<file path="config.mk">
export PLATFORM = sky130hd
export DESIGN_NAME = hsc_ctrl
export DESIGN_NICKNAME = d
export VERILOG_FILES = /design/src/rtl/hsc_pkg.sv /design/src/rtl/hsc_ctrl.sv
export SDC_FILE = /design/constraint.sdc
export NUM_CORES = 1
export LEC_CHECK = 0
export BUFFER_PORTS_ARGS = -buffer_cell sky130_fd_sc_hd__buf_2
export CAP_MARGIN = 10
export CORE_AREA = 8 8 45 47
export DETAILED_ROUTE_END_ITERATION = 6
export DIE_AREA = 0 0 53 55
export MAX_ROUTING_LAYER = met4
export PLACE_DENSITY = 0.68
export SLEW_MARGIN = 0
export SYNTH_ARGS = -nofsm -noshare
export SYNTH_HDL_FRONTEND = slang
export SYNTH_SLANG_ARGS = --single-unit
</file>
<file path="constraint.sdc">
create_clock -name clk -period 1.13 [get_ports clk]
set_input_delay 0.1695 -clock clk [delete_from_list [all_inputs] [get_ports clk]]
set_output_delay 0.1695 -clock clk [all_outputs]
set_load 0.01 [all_outputs]
</file>
<file path="src/rtl/hsc_pkg.sv">
`default_nettype none
// ----------------------------------------------------------------------------
// hsc_pkg
// Shared types and constants (including the FNV hash constants) for the hashed slot cache.
// ----------------------------------------------------------------------------
package hsc_pkg;

  localparam int TABLE_SIZE_DEF = 32;
  localparam logic [7:0] MIN_AGE_RESET = 8'd2;
  localparam logic [31:0] FNV_OFFSET = 32'h811C9DC5;
  localparam logic [31:0] FNV_PRIME = 32'h01000193;

  localparam logic [2:0] KIND_HIT = 3'd0;
  localparam logic [2:0] KIND_INSERT = 3'd1;
  localparam logic [2:0] KIND_FAIL = 3'd2;
  localparam logic [2:0] KIND_FREED = 3'd3;
  localparam logic [2:0] KIND_DONE = 3'd4;

  typedef enum logic [3:0] {
    ST_IDLE,
    ST_HASH,
    ST_PROBE_RD,
    ST_PROBE_CHK,
    ST_HIT_RD,
    ST_HIT_UPD,
    ST_INSERT,
    ST_EV_RD,
    ST_EV_CHK,
    ST_DONE
  } state_t;

  // controller -> datapath commands
  typedef struct packed {
    logic load;        // capture input item
    logic hash_step;   // one FNV byte
    logic probe_start; // set probe index from hash
    logic probe_rd;    // issue slot read at probe index
    logic probe_next;  // advance probe index
    logic hit_rd;      // read links of probe slot
    logic hit_upd;     // unlink and append probe slot / stamp it
    logic insert;      // fill probe slot and append
    logic ev_rd;       // read oldest slot
    logic ev_free;     // free oldest slot, emit handle
    logic emit_fail;
    logic emit_done;
    logic emit_hit;
  } hsc_cmd_t;

  // datapath -> controller status
  typedef struct packed {
    logic is_frame;
    logic key_zero;
    logic hash_done;
    logic key_match;
    logic slot_empty;
    logic wrapped;
    logic oldest_none;
    logic age_ok;
    logic guard_done;
  } hsc_stat_t;

endpackage

`default_nettype wire

</file>
<file path="src/rtl/hsc_ctrl.sv">
`default_nettype none
// ----------------------------------------------------------------------------
// hsc_ctrl
// Sequencer for request probing and frame eviction.
// ----------------------------------------------------------------------------
module hsc_ctrl (
  input  wire              clk,
  input  wire              rst,
  input  wire              start,
  output logic             busy,
  input  hsc_pkg::hsc_stat_t stat,
  output hsc_pkg::hsc_cmd_t  cmd
);
  import hsc_pkg::*;

  state_t state, state_next;

  always_ff @(posedge clk) begin
    if (rst) state <= ST_IDLE;
    else state <= state_next;
  end

  always_comb begin
    state_next = state;
    case (state)
      ST_IDLE:      if (start) state_next = ST_HASH;
      ST_HASH: begin
        if (stat.is_frame) state_next = ST_EV_RD;
        else if (stat.key_zero) state_next = ST_DONE;
        else if (stat.hash_done) state_next = ST_PROBE_RD;
      end
      ST_PROBE_RD:  state_next = ST_PROBE_CHK;
      ST_PROBE_CHK: begin
        if (stat.key_match) state_next = ST_HIT_RD;
        else if (stat.slot_empty) state_next = ST_INSERT;
        else if (stat.wrapped) state_next = ST_DONE;
        else state_next = ST_PROBE_RD;
      end
      ST_HIT_RD:    state_next = ST_HIT_UPD;
      ST_HIT_UPD:   state_next = ST_IDLE;
      ST_INSERT:    state_next = ST_IDLE;
      ST_EV_RD:     state_next = ST_EV_CHK;
      ST_EV_CHK: begin
        if (stat.oldest_none || stat.guard_done || !stat.age_ok) state_next = ST_DONE;
        else state_next = ST_EV_RD;
      end
      ST_DONE:      state_next = ST_IDLE;
      default:      state_next = ST_IDLE;
    endcase
  end

  always_comb begin
    cmd = '0;
    busy = (state != ST_IDLE);
    case (state)
      ST_IDLE:      cmd.load = start;
      ST_HASH: begin
        cmd.hash_step = 1'b1;
        cmd.probe_start = stat.hash_done;
      end
      ST_PROBE_RD:  cmd.probe_rd = 1'b1;
      ST_PROBE_CHK: cmd.probe_next = !stat.key_match && !stat.slot_empty;
      ST_HIT_RD:    cmd.hit_rd = 1'b1;
      ST_HIT_UPD: begin
        cmd.hit_upd = 1'b1;
        cmd.emit_hit = 1'b1;
      end
      ST_INSERT:    cmd.insert = 1'b1;
      ST_EV_RD:     cmd.ev_rd = 1'b1;
      ST_EV_CHK:
        cmd.ev_free = !(stat.oldest_none || stat.guard_done || !stat.age_ok);
      ST_DONE: begin
        cmd.emit_fail = !stat.is_frame;
        cmd.emit_done = stat.is_frame;
      end
      default: ;
    endcase
  end

endmodule

`default_nettype wire

</file>
==> results of run 1 <==
-- worst max-delay path: stages, from the launching register on --
cell,delay [ns]
dfxtp_4,0.36
or2b_4,0.30
nor3b_1,0.21
buf_2,0.18
-- path summary, 6_finish.rpt --
kind         startpoint        to
max reg2reg    state[0]  state[0]
max            state[0]    cmd[2]
min                 rst  state[2]
min reg2reg    state[2]  state[3]
-- cell type report --
cell class	count	area, um2	share of cell area, %
well taps	16	20.0	1.88
multi-input cells	54	489	46.1
flip-flops and latches	4	95.1	8.95
clock buffers	3	22.5	2.12
repair buffers	58	428	40.3
inverters	2	7.51	0.707
-- where the power goes --
| group | switching [mW] | internal [mW] | leakage [nW] |
|---|---|---|---|
| Clock | 0.0543 | 0.118 | 0.0138 |
| Sequential | 0.0675 | 0.201 | 0.0356 |
| Combinational | 0.735 | 0.917 | 0.448 |
-- timing repair --
action,4_1_cts,5_1_grt
gates resized for setup,24,23
pin swaps,14,12
endpoints found under the hold margin,0,0
setup buffers,9,10
hold buffers,0,0
endpoints found under the setup margin,18,18
-- layer usage --
layer	vias to the layer above	share of wire (%)
met3	10	5.3
met2	31	55
met5	-	0
li1	351	-
met1	355	36
met4	0	3.9
-- logic make-up after synthesis --
group           Yosys count  share of synthesized area (%)
compound gates           16                           23.4
flops                     4                           17.4
simple gates             38                           48.8
buf+inv                   7                           10.4
-- Yosys cell counts, types with 2 or more instances --
cell type / number
a211oi_1: 2
a21oi_1: 3
a31oi_1: 2
buf_2: 2
buf_6: 2
dfxtp_1: 4
inv_1: 2
nand2_1: 5
nand2b_1: 3
nor2_1: 9
nor2b_1: 3
nor3_1: 2
nor4_1: 2
o21ai_0: 4
==> run_results.csv, run 1 <==
group,metric,value,unit
status,status,"finished, violations left",
status,failed_checks,"negative setup slack",
routing,routed_via_density,5.45,
finish,largest_reg_flops,4,
critical_path,cp.required,0.96,ns
yosys,synth_top_cell_by_area,"dfxtp_1",
routing,wl_per_cell,18.3,um
finish,antenna_cells,0,
global_route,grt_overflow,0,
hold_path,hold_class,"in -> reg",
global_route,grt_max_degree,9,
critical_path,critPathArrivalTime,1.29,ns
global_route,grtUsageMet3,3.48,%
timing,finClkSkew,0.00682,ns
floorplanning,dieWidth,53,um
yosys,synth_cells,65,
global_route,grt_pass1_wl,3060,um
finish,layout.cells.most_common,"buf_4",
timing,fin_crit_sh,129,%
placed_design,port_buffers,25,
critical_path,reg2reg_slack,-0.29,ns
floorplanning,die_area,2920,um2
finish,reg.largest.list,"state (4)",
timing,fin_crit,1.46,ns
finish,nets,135,
routing,drc_errors,0,
finish,final_cell_mix,"buf_4, buf_2, buf_6",
yosys,synthArstFlopShare,0,%
floorplanning,initial_core_util,33.2,%
yosys,ys_types,34,
yosys,synthesis.area,459,um2
global_route,globalRouteMet2Util,25.8,%
placed_design,dpl_cell_area,703,um2
yosys,ys_ff_latch,4,
floorplanning,rows,14,
critical_path,critical_path_class,"reg -> out",
timing,hold_slack,0.185,ns
yosys,yosysWarnings,0,
timing,hold_violations,0,
clocking,numCtsBuffers,3,
finish,finalInstanceArea,1060,um2
clocking,cts-root-buf,"clkbuf_4",
routing,drt_pass1_iterations,4,
routing,dr_total_vias,747,
clocking,ctsLongestPathBuffers,2,
placed_design,pre_cts_ws,-0.244,ns
finish,nFillCells,85,
timing,setup-violations-final,18,
hold_path,hold_depth,2,
clocking,worstSkewPairLatency,0.23,ns
yosys,synthFlopType,"dfxtp_1",
timing,slew_viol_final,0,
yosys,synth_top_area_share,17.4,%
critical_path,cp-start-kind,"flip-flop",
clocking,cts.sinks,4,
global_route,grt_usage,14.2,%
routing,drt_iter0_markers,12,
placed_design,place.gp.congestion,0.930,
critical_path,crit_fanout,4,
global_route,grt.busiest_layer,"met2",
routing,antenna_left,0,
clocking,cts_max_level,1,
finish,regMostFlops,"state",
run,max_cap_viol_count,0,
finish,final_cells,137,
critical_path,r2r_cells,7,
clocking,clkTransAtPathRegs,0.04,ns
yosys,synthTopCellsByArea,"dfxtp_1, nor2_1, buf_6",
placed_design,dpl.hpwl,1370,um
yosys,synth-edff-count,0,
critical_path,critPathCaptureType,"output port",
timing,max_freq,0.685,GHz
global_route,grt_pass1_vias,693,
power,p_leak,0.498,nW
placed_design,dp_cells,116,
yosys,syn_nets,77,
yosys,ys_seq_area_share,17.4,%
timing,tns,-4.40,ns
floorplanning,io_pins,26,
floorplanning,core,1380,um2
power,power.total,2.09,mW
finish,drive_gt1_share,76.0,%
power,p_per_area,1970,nW/um2
global_route,grt_use_met1,13.7,%
floorplanning,die_h,55,um
finish,utilization,76.8,%
clocking,cts_tree,"yes",
timing,max_slew_margin,80.8,%
timing,rsz0062_at_grt,"yes",
global_route,grt_antenna_before_repair,0,
yosys,syn-mean-instance-area,7.06,um2
power,peakVddDrop,0.00116,V
finish,syn_to_final_growth,131,%
routing,wirelength,2510,um
timing,tightestPinTransition,0.286,ns
timing,setup_ws,-0.329,ns
(Power assumes the default switching activity.)
==> inputs of run 2 (changes only) <==
SETUP_SLACK_MARGIN = 0.2   (was default)
SLEW_MARGIN = 5   (was 0)
==> run 2 against run 1 <==
- the flow still finishes with violations (negative setup slack)
- sequential share of layout area down 0.40 points
- cell count down 1.5%
- combinational power up 4%
- critical endpoint unchanged
- die area unchanged
- first-iteration DRC count rose to 3.1 times the previous value
- clock-buffer cell count unchanged
- clock skew down 0.0065 ns
- clock power up 5%
==> run_results.csv, run 2 (same netlist as run 1, synthesis figures left out) <==
group,metric,value,unit
status,status,"finished, violations left",
status,failed_checks,"negative setup slack",
timing,setup_ws,-0.424,ns
critical_path,critical_path_class,"reg -> out",
global_route,grt_pass1_wl,3220,um
timing,hold_violations,0,
clocking,worstSkewPairLatency,0.24,ns
critical_path,critPathArrivalTime,1.38,ns
power,p_leak,0.496,nW
timing,hold_slack,0.149,ns
floorplanning,initial_core_util,33.2,%
clocking,ctsLongestPathBuffers,2,
global_route,grt_antenna_before_repair,0,
finish,finalInstanceArea,1110,um2
finish,layout.cells.most_common,"buf_6",
timing,max_freq,0.644,GHz
finish,nFillCells,72,
routing,routed_via_density,5.64,
global_route,grt_overflow,0,
global_route,grt_usage,15.0,%
routing,antenna_left,0,
clocking,hold_buffers,0,
timing,finClkSkew,0.000277,ns
critical_path,slowest_delay,0.36,ns
routing,drc_errors,0,
placed_design,dpl_cell_area,766,um2
timing,fin_crit_sh,138,%
finish,antenna_cells,0,
critical_path,cp-start-kind,"flip-flop",
clocking,cts.sinks,4,
routing,drt_iter0_markers,37,
finish,regMostFlops,"state",
routing,dr_total_vias,762,
finish,largest_reg_flops,4,
hold_path,hold_depth,2,
floorplanning,rows,14,
clocking,numCtsBuffers,3,
finish,syn_to_final_growth,142,%
clocking,cts_max_level,1,
timing,fin_crit,1.55,ns
floorplanning,dieWidth,53,um
routing,wirelength,2560,um
timing,setup-violations-final,18,
finish,nets,133,
finish,drive_gt1_share,74.8,%
critical_path,slowest_stage,"dfxtp_4",
routing,wl_per_cell,19.0,um
finish,reg.largest.list,"state (4)",
global_route,grt_max_degree,9,
floorplanning,io_pins,26,
power,p_per_area,1950,nW/um2
placed_design,place.gp.congestion,0.887,
power,peakVddDrop,0.00117,V
floorplanning,die_area,2920,um2
global_route,grt_pass1_vias,739,
clocking,clkTransAtPathRegs,0.04,ns
finish,final_cell_mix,"buf_6, buf_2, buf_4",
critical_path,critPathCaptureType,"output port",
routing,drt_pass1_iterations,4,
hold_path,hold_class,"in -> reg",
floorplanning,core,1380,um2
finish,utilization,80.4,%
critical_path,crit_fanout,5,
critical_path,path_cells,"or2b_4 > buf_6 > nor3b_4 > buf_2",
timing,slew_viol_final,0,
timing,rsz0062_at_grt,"yes",
critical_path,r2r_cells,8,
placed_design,dpl.hpwl,1300,um
placed_design,port_buffers,25,
clocking,cts-root-buf,"clkbuf_4",
clocking,cts_tree,"yes",
critical_path,cp.required,0.96,ns
floorplanning,die_h,55,um
run,max_cap_viol_count,0,
timing,max_slew_margin,71.1,%
timing,tightestPinTransition,0.431,ns
## run 2: cell count changes in the layout (fill, tap and decap cells not counted), moves of 2 or more
cell / previous run / this run
buf_6: 12 / 24
buf_2: 21 / 18
nor2_4: 4 / 7
nor2_1: 5 / 3
buf_4: 25 / 14
## run 2: what timing repair did
item | 4_1_cts | 5_1_grt
endpoints found under the hold margin | 0 | 0
setup buffers | 12 | 2
pin swaps | 19 | 9
setup endpoints to repair | 18 | 18
gates resized for setup | 28 | 21
## run 2: area by class of cell
class                           instances  area, um2  area share [%]
Multi-Input combinational cell         54        502            45.1
Timing Repair Buffer                   56        465            41.8
Sequential cell                         4       95.1            8.55
Clock buffer                            3       22.5            2.02
Tap cell                               16       20.0            1.80
Inverter                                2       7.51           0.675
## run 2: path summary, 6_finish.rpt
| kind | start | slack, ns | endpoint |
|---|---|---|---|
| worst max register to register | state[0] | -0.32 | state[1] |
| worst max-delay path | state[0] | -0.42 | cmd[2] |
| worst min register to register | state[3] | 0.70 | state[3] |
| worst min-delay path | rst | 0.15 | state[2] |
## run 2: stage by stage
stage | power (mW) | setup TNS [ns] | std cells | setup slack (ns)
after detailed placement | 1.25 | -1.67 | 118 | -0.246
after global routing | 2.26 | -5.46 | 135 | -0.442
after CTS | 1.83 | -3.99 | 133 | -0.338
after floorplan | 0.881 | -0.413 | 65 | -0.0902
final | 2.17 | -4.82 | 135 | -0.424
after global placement | 1.24 | -1.54 | 118 | -0.232
## run 2: worst max-delay path: cells and delay by family, from the launching register on
family	cells	cell delay, ns
AND/OR/NAND/NOR	2	0.48
buffers and inverters	2	0.30
flip-flops	1	0.36
## run 2: metal layers
| layer | track usage (%) | vias up | share of wire (%) |
|---|---|---|---|
| li1 | - | 346 | - |
| met1 | 14.5 | 352 | 37 |
| met2 | 27.7 | 53 | 54 |
| met3 | 1.87 | 11 | 5.3 |
| met4 | 9.48 | 0 | 4.2 |
| met5 | - | - | 0 |
## run 2: power breakdown
group / internal, mW / switching, mW / total, mW
Clock: 0.119 / 0.0622 / 0.181
Combinational: 0.933 / 0.773 / 1.71
Sequential: 0.202 / 0.0809 / 0.283
==> inputs of run 3 (changes only) <==
--- a/config.mk
+++ b/config.mk
@@ -7,8 +7,9 @@
 export LEC_CHECK = 0
 export BUFFER_PORTS_ARGS = -buffer_cell sky130_fd_sc_hd__buf_2
-export CAP_MARGIN = 10
+export CAP_MARGIN = 20
 export CORE_AREA = 8 8 45 47
 export DETAILED_ROUTE_END_ITERATION = 6
 export DIE_AREA = 0 0 53 55
+export HOLD_SLACK_MARGIN = 0.02
 export MAX_ROUTING_LAYER = met4
 export PLACE_DENSITY = 0.68
==> constraint.sdc (replaced) <==
create_clock -name clk -period 1.13 [get_ports clk]
set_input_delay 0.113 -clock clk [delete_from_list [all_inputs] [get_ports clk]]
set_output_delay 0.113 -clock clk [all_outputs]
set_load 0.01 [all_outputs]
==> run 3 against run 2 <==
- non-clock buffer count grew 7
- clock power grew 2%
- largest power group unchanged
- die area is the same
- first-iteration DRC count shrank 62%
- sequential share of layout area shrank 0.33 points
- flip-flop and latch count is the same
- via count shrank 1.3%
- largest cell class is now buffers
- the run still ends with negative setup slack left
- design area grew 1.2%
- critical path type unchanged
==> run_results.csv, run 3 (same netlist as run 1, synthesis figures left out) <==
group,metric,value,unit
status,status,"finished, violations left",
status,failed_checks,"negative setup slack",
floorplanning,io_pins,26,
routing,routed_via_density,5.30,
timing,finClkSkew,0.00720,ns
routing,dr_total_vias,752,
routing,antenna_left,0,
timing,tightestPinTransition,0.365,ns
finish,final_cell_mix,"buf_4, buf_6, buf_2",
timing,hold_violations,0,
clocking,cts.sinks,4,
power,power.total,2.17,mW
timing,slew_viol_final,0,
clocking,cts_max_level,1,
floorplanning,core,1380,um2
placed_design,place.gp.congestion,0.923,
finish,utilization,81.4,%
timing,setup_ws,-0.312,ns
finish,final_cells,142,
critical_path,cp.required,1.02,ns
finish,syn_to_final_growth,145,%
global_route,grt_usage,15.8,%
global_route,grt_antenna_before_repair,0,
floorplanning,die_h,55,um
timing,fin_crit,1.44,ns
routing,drt_iter0_markers,14,
timing,setup-violations-final,18,
routing,wl_per_cell,16.1,um
clocking,clkTransAtPathRegs,0.03,ns
clocking,hold_buffers,0,
floorplanning,rows,14,
critical_path,r2r_cells,5,
hold_path,hold_end,"state[3]",
timing,max_freq,0.693,GHz
timing,fin_crit_sh,128,%
floorplanning,dieWidth,53,um
clocking,numCtsBuffers,3,
placed_design,pre_cts_ws,-0.147,ns
critical_path,critical_path_class,"reg -> out",
finish,largest_reg_flops,4,
clocking,worstSkewPairLatency,0.24,ns
global_route,grt_pass1_wl,3370,um
global_route,grt_pass1_vias,748,
power,p_leak,0.525,nW
critical_path,cp-start-kind,"flip-flop",
clocking,cts-root-buf,"clkbuf_4",
hold_path,min-delay-start,"rst",
power,p_per_area,1920,nW/um2
global_route,grt_max_degree,7,
critical_path,critPathArrivalTime,1.33,ns
power,peakVddDrop,0.00100,V
routing,drt_pass1_iterations,7,
placed_design,dp_cells,123,
critical_path,reg2reg_slack,-0.30,ns
timing,rsz0062_at_grt,"yes",
floorplanning,die_area,2920,um2
floorplanning,initial_core_util,33.2,%
finish,reg.largest.list,"state (4)",
critical_path,critPathCaptureType,"output port",
global_route,grt_overflow,0,
critical_path,r2r_start,"state[2]",
finish,layout.cells.most_common,"buf_4",
run,max_cap_viol_count,0,
finish,regMostFlops,"state",
hold_path,hold_class,"in -> reg",
routing,wirelength,2290,um
critical_path,r2r_end,"state[1]",
critical_path,crit_fanout,5,
timing,max_slew_margin,75.5,%
clocking,ctsLongestPathBuffers,2,
hold_path,hold_depth,2,
placed_design,port_buffers,25,
placed_design,dpl.hpwl,1410,um
timing,hold_slack,0.0899,ns
finish,antenna_cells,0,
routing,drc_errors,0,
finish,drive_gt1_share,75.4,%
finish,nets,140,
clocking,cts_tree,"yes",
## run 3: changes by cell type in the layout (fill, tap and decap cells not counted), sizes merged
cell / before / now
buf: 56 / 63
## run 3: layout make-up
| type | count | area, um2 |
|---|---|---|
| repair buffers | 63 | 509 |
| multi-input cells | 54 | 474 |
| well taps | 16 | 20.0 |
| inverters | 2 | 7.51 |
| fillers | 76 | 258 |
| clock buffers | 3 | 22.5 |
| flip-flops and latches | 4 | 92.6 |
## run 3: worst max-delay path by stage
| stage | from | endpoint | slack, ns | cells past startpoint |
|---|---|---|---|---|
| 4_1_cts | state[3] | cmd[10] | -0.32 | 5 |
| 5_1_grt | state[2] | cmd[10] | -0.36 | 5 |
| 6_report | state[2] | cmd[10] | -0.31 | 5 |
| 3_3_place_gp | state[1] | state[3] | -0.16 | 4 |
| 2_1_floorplan | state[3] | state[1] | -0.07 | 5 |
| 3_5_place_dp | state[2] | state[2] | -0.15 | 4 |
## run 3: timing repair
item | CTS | global route
resized for setup | 33 | 16
setup endpoints to repair | 18 | 18
buffers inserted | 14 | 2
pin swaps | 12 | 4
cloned | 0 | 0
## run 3: power by group
part | internal (mW) | switching [mW]
Combinational | 1.01 | 0.718
Sequential | 0.196 | 0.0622
Clock | 0.119 | 0.0653
## run 3: critical path: stages, from the launching register on
cell and delay [ns]:
dfxtp_4 0.35, or2_4 0.28, buf_6 0.12, nor2_4 0.10, and2_4 0.15, buf_6 0.09
## run 3: routing by layer
metal / GRT usage, % / vias up / part of all wire, %
met4: 5.17 / 0 / 3.3
met2: 27.5 / 32 / 49
li1: - / 361 / -
met3: 4.55 / 10 / 6.3
met5: - / - / 0
met1: 16.9 / 349 / 41
## run 3: per-stage QoR
stage          setup TNS, ns  area, um2
2_1_floorplan         -0.284        504
3_3_place_gp          -0.825        762
3_5_place_dp          -0.962        762
4_1_cts                -3.88       1040
5_1_grt                -5.00       1130
6_report               -4.09       1130
